--- src/hw/rtl/assert_macros.svh ---
// Assertion macros shared by the RTL.
`ifndef ASSERT_MACROS_SVH
`define ASSERT_MACROS_SVH
`ifndef ASSERT_OFF
`define ASSERT_IMPL(label, prop, msg) \
  label: assert property (@(posedge clk_i) disable iff (!rst_ni) (prop)) else $error(msg);
`define ASSERT_NEVER(label, prop, msg) \
  label: assert property (@(posedge clk_i) disable iff (!rst_ni) !(prop)) else $error(msg);
`else
`define ASSERT_IMPL(label, prop, msg)
`define ASSERT_NEVER(label, prop, msg)
`endif
`endif

--- src/hw/rtl/srts_pkg.sv ---
// Package with types and constants of the sorted record table search block.
package srts_pkg;
  localparam int Capacity  = 64;
  localparam int NameChars = 9;
  localparam int IdxW      = $clog2(Capacity);
  localparam int CntW      = $clog2(Capacity + 1);
  localparam int RecW      = 82;
  localparam logic [63:0] TailMask =
    (NameChars >= 9) ? 64'hFFFF_FFFF_FFFF_FFFF :
    (NameChars <= 1) ? 64'h0 : (64'hFFFF_FFFF_FFFF_FFFF << (8 * (9 - NameChars)));

  typedef enum logic [1:0] {
    OpClear = 2'd0, OpAppend = 2'd1, OpSort = 2'd2, OpSearch = 2'd3
  } op_e;

  typedef enum logic [1:0] {
    StMatch = 2'd0, StNotFound = 2'd1, StFull = 2'd2, StUnsorted = 2'd3
  } status_e;

  typedef enum logic [3:0] {
    SIdle, SSortRd, SSortCmp, SSearchRd, SSearchCmp,
    SScanRd, SScanChk, SScanOut, SStatus
  } state_e;

  typedef struct packed {
    logic [7:0]  head;
    logic [63:0] tail;
    logic [9:0]  score;
  } rec_t;

  // Commands from controller to datapath.
  typedef struct packed {
    logic       clear;
    logic       append;
    logic       set_sorted;
    logic       sort_init;
    logic       sort_rd;
    logic       sort_step;
    logic       srch_init;
    logic       srch_rd;
    logic       srch_step;
    logic       scan_rd;
    logic       scan_next;
    logic       load_rec;
    logic       load_status;
    status_e    status;
  } cmd_t;

  // Status from datapath to controller.
  typedef struct packed {
    logic full;
    logic sorted;
    logic sort_done;
    logic srch_done;
    logic scan_hit;
    logic scan_more;
  } stat_t;
endpackage

--- src/hw/rtl/srts_ctrl.sv ---
// Controller state machine sequencing sort, search and result delivery.
module srts_ctrl (
  input  logic            clk_i,
  input  logic            rst_ni,
  input  logic            in_valid_i,
  output logic            in_ready_o,
  input  srts_pkg::op_e   op_i,
  input  srts_pkg::stat_t stat_i,
  input  logic            res_valid_i,
  output srts_pkg::cmd_t  cmd_o
);
  import srts_pkg::*;

  state_e state_q, state_d;
  status_e st_q, st_d;
  logic acc;

  assign in_ready_o = (state_q == SIdle) && !res_valid_i;
  assign acc = in_valid_i && in_ready_o;

  always_comb begin
    state_d = state_q;
    st_d = st_q;
    unique case (state_q)
      SIdle: if (acc) begin
        unique case (op_i)
          OpClear: state_d = SIdle;
          OpAppend: if (stat_i.full) begin
            st_d = StFull;
            state_d = SStatus;
          end
          OpSort: state_d = SSortRd;
          OpSearch: if (!stat_i.sorted) begin
            st_d = StUnsorted;
            state_d = SStatus;
          end else state_d = SSearchRd;
          default: state_d = SIdle;
        endcase
      end
      SSortRd: state_d = stat_i.sort_done ? SIdle : SSortCmp;
      SSortCmp: state_d = SSortRd;
      SSearchRd: state_d = stat_i.srch_done ? SScanRd : SSearchCmp;
      SSearchCmp: state_d = SSearchRd;
      SScanRd: state_d = SScanChk;
      SScanChk: if (stat_i.scan_hit) state_d = SScanOut;
        else begin
          st_d = StNotFound;
          state_d = SStatus;
        end
      SScanOut: if (!res_valid_i) state_d = stat_i.scan_more ? SScanRd : SIdle;
      SStatus: if (!res_valid_i) state_d = SIdle;
      default: state_d = SIdle;
    endcase
  end

  always_comb begin
    cmd_o = '0;
    cmd_o.status = st_q;
    unique case (state_q)
      SIdle: begin
        cmd_o.clear = acc && (op_i == OpClear);
        cmd_o.append = acc && (op_i == OpAppend) && !stat_i.full;
        cmd_o.sort_init = acc && (op_i == OpSort);
        cmd_o.srch_init = acc && (op_i == OpSearch);
      end
      SSortRd: begin
        cmd_o.sort_rd = 1'b1;
        cmd_o.set_sorted = stat_i.sort_done;
      end
      SSortCmp: cmd_o.sort_step = 1'b1;
      SSearchRd: cmd_o.srch_rd = !stat_i.srch_done;
      SSearchCmp: cmd_o.srch_step = 1'b1;
      SScanRd: cmd_o.scan_rd = 1'b1;
      SScanChk: cmd_o.scan_rd = 1'b1;
      SScanOut: begin
        cmd_o.scan_rd = 1'b1;
        cmd_o.load_rec = !res_valid_i;
        cmd_o.scan_next = !res_valid_i;
      end
      SStatus: cmd_o.load_status = !res_valid_i;
      default: cmd_o = '0;
    endcase
  end

  always_ff @(posedge clk_i or negedge rst_ni) begin
    if (!rst_ni) begin
      state_q <= SIdle;
      st_q <= StNotFound;
    end else begin
      state_q <= state_d;
      st_q <= st_d;
    end
  end
endmodule

--- config.mk ---
export PLATFORM = sky130hd
export DESIGN_NAME = srts_ctrl
export DESIGN_NICKNAME = d
export VERILOG_FILES = /design/src/hw/rtl/assert_macros.svh /design/src/hw/rtl/srts_pkg.sv /design/src/hw/rtl/srts_ctrl.sv
export SDC_FILE = /design/constraint.sdc
export NUM_CORES = 1
export LEC_CHECK = 0
export BUFFER_PORTS_ARGS = -buffer_cell sky130_fd_sc_hd__buf_2
export CAP_MARGIN = 20
export CORE_UTILIZATION = 40
export DETAILED_ROUTE_END_ITERATION = 8
export PLACE_DENSITY = 0.76
export SETUP_SLACK_MARGIN = 0.3
export SYNTH_ARGS = -nofsm -noshare
export SYNTH_HDL_FRONTEND = slang
export SYNTH_SLANG_ARGS = --single-unit
--- constraint.sdc ---
create_clock -name clk_i -period 1.78 [get_ports clk_i]
set_input_delay 0 -clock clk_i [delete_from_list [all_inputs] [get_ports clk_i]]
set_output_delay 0 -clock clk_i [all_outputs]
set_load 0.1 [all_outputs]
==> results of run 1 <==
through the flow:
step | cells | utilization (%) | hold WS [ps]
3_3_place_gp | 119 | 86.6 | -175
3_5_place_dp | 119 | 86.6 | -170
2_1_floorplan | 75 | - | -296
4_1_cts | 131 | 97.1 | 76.9
timing repair:
| action | CTS |
|---|---|
| buffers inserted | 7 |
| endpoints found under the setup margin | 21 |
| pin swaps | 13 |
| gates cloned | 0 |
| hold buffers | 1 |
| resized for setup | 13 |
| hold endpoints to repair | 6 |
logic make-up after synthesis:
kind of cell    after synthesis  synth area share (%)
mux                           2                  3.43
compound gates               20                  27.4
buf+inv                       8                  6.21
simple gates                 39                  37.0
flops                         6                  25.9
==> impl_results.md, run 1 <==
* Seq/Total Area, Yosys at 25.9%
* Run Error: [ERROR DPL-0038] Utilization greater than 100%, impossible to legalize
* Post-synth top cells: nor2_1, nor3_1, dfrtp_1, nand2_1, nand2b_1
* Synthesis warning total at 0
* Synth area leaders: dfrtp_1, nor2_1, nor3_1, a2111oi_4, dfstp_2
* Yosys cell types at 34
* Initial Util at 43.8%
* CTS Buf Count at 3
* Die height at 40.2 um
* Die width at 40.2 um
* Post-place instance area at 0.00115 mm^2
* Most area-hungry cell type in the Yosys netlist: dfrtp_1
* Synth Instances at 75
* Post-synth top area share at 21.4%
* Most common cell in the netlist: nor2_1
* Sinks on Clock Net at 6
* Worst End Pin Type: primary output
* Post-synth EDFFs at 0
* Syn Std Cell Area at 584 um^2
* Pre-CTS setup slack at 225 ps
* I/O pin total at 28
* Row Count at 13
* Clk buf depth at 2
* Outcome: did not finish
* Root buffer cell: clkbuf_4
* Most used flip-flop cell after synthesis: dfrtp_1
* Mapped Nets at 87
* FF+latch count, synth at 6
* Largest net degree at the start of global routing at 11
* Port Buffers at 27
* Worst Endpoint after GRT Repair: cmd_o[11]
* Hpwl dp at 1550 um
* Stop stage: 5_1_grt
* Final RePlAce weighted congestion at 0.912
* CTS H-tree depth at 1
* Post-synthesis async set-or-reset flop share at 100%
* Mean post-synth cell area at 7.79 um^2
==> run 2: changes to the inputs <==
Settings changed: CORE_AREA set to 2 2 63 65, CORE_UTILIZATION 40 to unset, DIE_AREA set to 0 0 65 67, PLACE_DENSITY 0.76 to unset, PLACE_DENSITY_LB_ADDON set to 0.15, SETUP_SLACK_MARGIN 0.3 to unset.
==> impl_results.md, run 2 <==
* Post-synth EDFFs at 0 (unchanged)
* Die height at 67 um (+67%)
* Final Net Count at 124
* DRC at 0
* Outcome: complete, no violations
* Initial drt markers at 9
* Port Buffers at 27 (unchanged)
* Syn Std Cell Area at 584 um^2 (unchanged)
* Clock power share at 23.8%
* CTS H-tree depth at 1 (unchanged)
* GR Layer Usage met2 at 17.7%
* Pre-CTS setup slack at 203 ps (-21.9 ps)
* Comb power frac at 56.5%
* TritonRoute pass-1 iters at 4
* Clock skew at 4.98 ps
* Crit end category: output pin
* Final RePlAce weighted congestion at 0.851 (-6.7%)
* Kind of critical path: reg -> out
* DP Cell Count at 154 (+29%)
* Final ANT Viol Nets at 0
* Max Slew Vio Count at 0
* Most used flip-flop cell after synthesis: dfrtp_1
* Arrival @ worst endpoint at 1710 ps
* Mapped Nets at 87 (unchanged)
* Reg power frac at 19.7%
* Most flops, register: state_q
* Vias in the first global route at 719
* Largest net degree at the start of global routing at 13
* Fmax at 0.586 GHz
* HP Class: in -> reg
* CTS tree: built
* Final hold vios at 0
* Switching Share at 43.9%
* Fin crit share at 95.9%
* Internal power at 0.000506 W
* Pwr per Cell Area at 755 mW/mm^2
* Synth Instances at 75 (unchanged)
* Area delta synth->final at 104%
* Cells on Worst Hold Path at 3
* Synthesis warning total at 0 (unchanged)
* Seq/Total Area, Yosys at 25.9% (unchanged)
* Commonest non-fill, non-tap cell in the layout: buf_2
* Data required, critical path at 1780 ps
* DIE AREA at 0.00436 mm^2
* Row Count at 22 (+9)
* First-pass GRT wire length at 3490 um
* Final WL at 2080 um
* Max VDD drop at 0.247 mV
* Core footprint at 0.00361 mm^2
* Initial Util at 16.2% (-28 points)
* Relative slew margins at 67.8%
* Commonest cells after routing, fill and taps aside: buf_2, buf_12, nor2_1, buf_4
* Final Non-Filler Cells at 159
* Clock transition at the registers of the reported paths at 40 ps
* Least-Margin Pin Slew at 486 ps
* Final instance area at 0.00119 mm^2
* Post-synth top area share at 21.4% (unchanged)
* Post-synth top cells: nor2_1, nor3_1, dfrtp_1, nand2_1, nand2b_1
* Min Clock Period, post-route at 1710 ps
* Synth area leaders: dfrtp_1, nor2_1, nor3_1, a2111oi_4, dfstp_2
* Hpwl dp at 1690 um (+9.2%)
* Most used routing layer: met2
* Grt ovf at 0
* Via count at 706
* Setup ws final at 73.3 ps
* ANT cells at 0
* Post-synthesis async set-or-reset flop share at 100% (unchanged)
* Post-DR wirelength/cell at 13.1 um
* Worst setup SP type: flip-flop
* Top Registers: state_q x4, st_q x2
* Grt met3 use at 2.70%
* Post-place instance area at 0.00113 mm^2 (-2.0%)
* Clk buf depth at 2 (unchanged)
* Most area-hungry cell type in the Yosys netlist: dfrtp_1
* P_sw at 0.000396 W
* Max-cap violations at 0
* Root buffer cell: clkbuf_8
* I/O pin total at 28 (unchanged)
* FF+latch count, synth at 6 (unchanged)
* Critical-path maximum fanout at 4
* Mean post-synth cell area at 7.79 um^2 (unchanged)
* Initial antenna violation count at 0
* Lkg Pwr at 0.475 nW
* RSZ-0062 raised after global routing: false
* Met1 Track Usage GR at 12.5%
* Die width at 65 um (+62%)
* CTS Buf Count at 3 (unchanged)
* Worst reg2reg path depth at 5
* Post-CTS repair timing setup buffer count at 0 (-7)
* Yosys cell types at 34 (unchanged)
* Most common cell in the netlist: nor2_1
* # setup viols final at 0
* Sinks on Clock Net at 6 (unchanged)
* Layout cells sized above 1 at 55.0%
* Skew-Pair Late Insertion Delay at 220 ps
* Post-DR vias/cell at 4.44
* Total track usage at 10.7%
* Max FFs per register at 4
## run 2: cell counts after synthesis
Identical to the previous run, type by type.
## run 2: logic make-up (layout without fill, tap and decap cells)
| group | Yosys count | after routing | synth area share, % |
|---|---|---|---|
| AND/OR/NAND/NOR | 39 | 39 | 37.0 |
| buffers and inverters | 8 | 44 | 6.21 |
| flip-flops | 6 | 6 | 25.9 |
| multiplexers | 2 | 2 | 3.43 |
| AO/OA/AOI/OAI | 20 | 20 | 27.4 |
## run 2: path summary, 6_finish.rpt
check,from,to,slack (ps)
setup reg to reg,state_q[1],state_q[1],200
hold / removal,op_i[0],st_q[0],120
max in group asynchronous,rst_ni,st_q[0],1420
min in group asynchronous,rst_ni,state_q[1],130
hold reg to reg,st_q[1],st_q[1],520
setup / recovery,state_q[1],cmd_o[2],70
## run 2: area by class of cell
class	count	area (um^2)
Multi-Input combinational cell	61	514
Fill cell	375	2410
Clock buffer	4	45.0
Inverter	2	7.51
Timing Repair Buffer	38	415
Sequential cell	6	153
Tap cell	48	60.1
## run 2: stage by stage
| stage | total power (W) | util (%) | setup TNS, ps | hold slack [ps] |
|---|---|---|---|---|
| 2_1_floorplan | 0.000508 | - | -2180 | -296 |
| 3_3_place_gp | 0.000684 | 31.4 | 0 | -168 |
| 3_5_place_dp | 0.000684 | 31.4 | 0 | -163 |
| 4_1_cts | 0.000909 | 32.9 | 0 | 107 |
| 5_1_grt | 0.000941 | 33.1 | 0 | 126 |
| 6_report | 0.000902 | 33.1 | 0 | 119 |
## run 2: per-layer routing
layer,share of wire (%),vias to the layer above
li1,-,346
met1,44,329
met2,48,25
met3,5.9,6
met4,2.9,0
met5,0,-
## run 2: power groups by stage
stage	registers, W	logic [W]	clock network [W]
2_1_floorplan	0.000172	0.000336	0
3_3_place_gp	0.000179	0.000505	0
3_5_place_dp	0.000179	0.000505	0
4_1_cts	0.000177	0.000510	0.000222
5_1_grt	0.000180	0.000531	0.000229
6_report	0.000178	0.000509	0.000215
## run 2: worst max-delay path, cell delays in order (launching register included)
cell and delay, ps:
dfrtp_1 410, buf_4 170, or3_4 450, nor3b_4 250
buf_12 200
## run 2: what timing repair did
item | 4_1_cts | 5_1_grt
gates resized for setup | 0 | 2
setup endpoints to repair | 0 | 1
hold endpoints to repair | 6 | 0
hold buffers | 1 | 0
No activity file was read; power rests on OpenSTA's default activity.
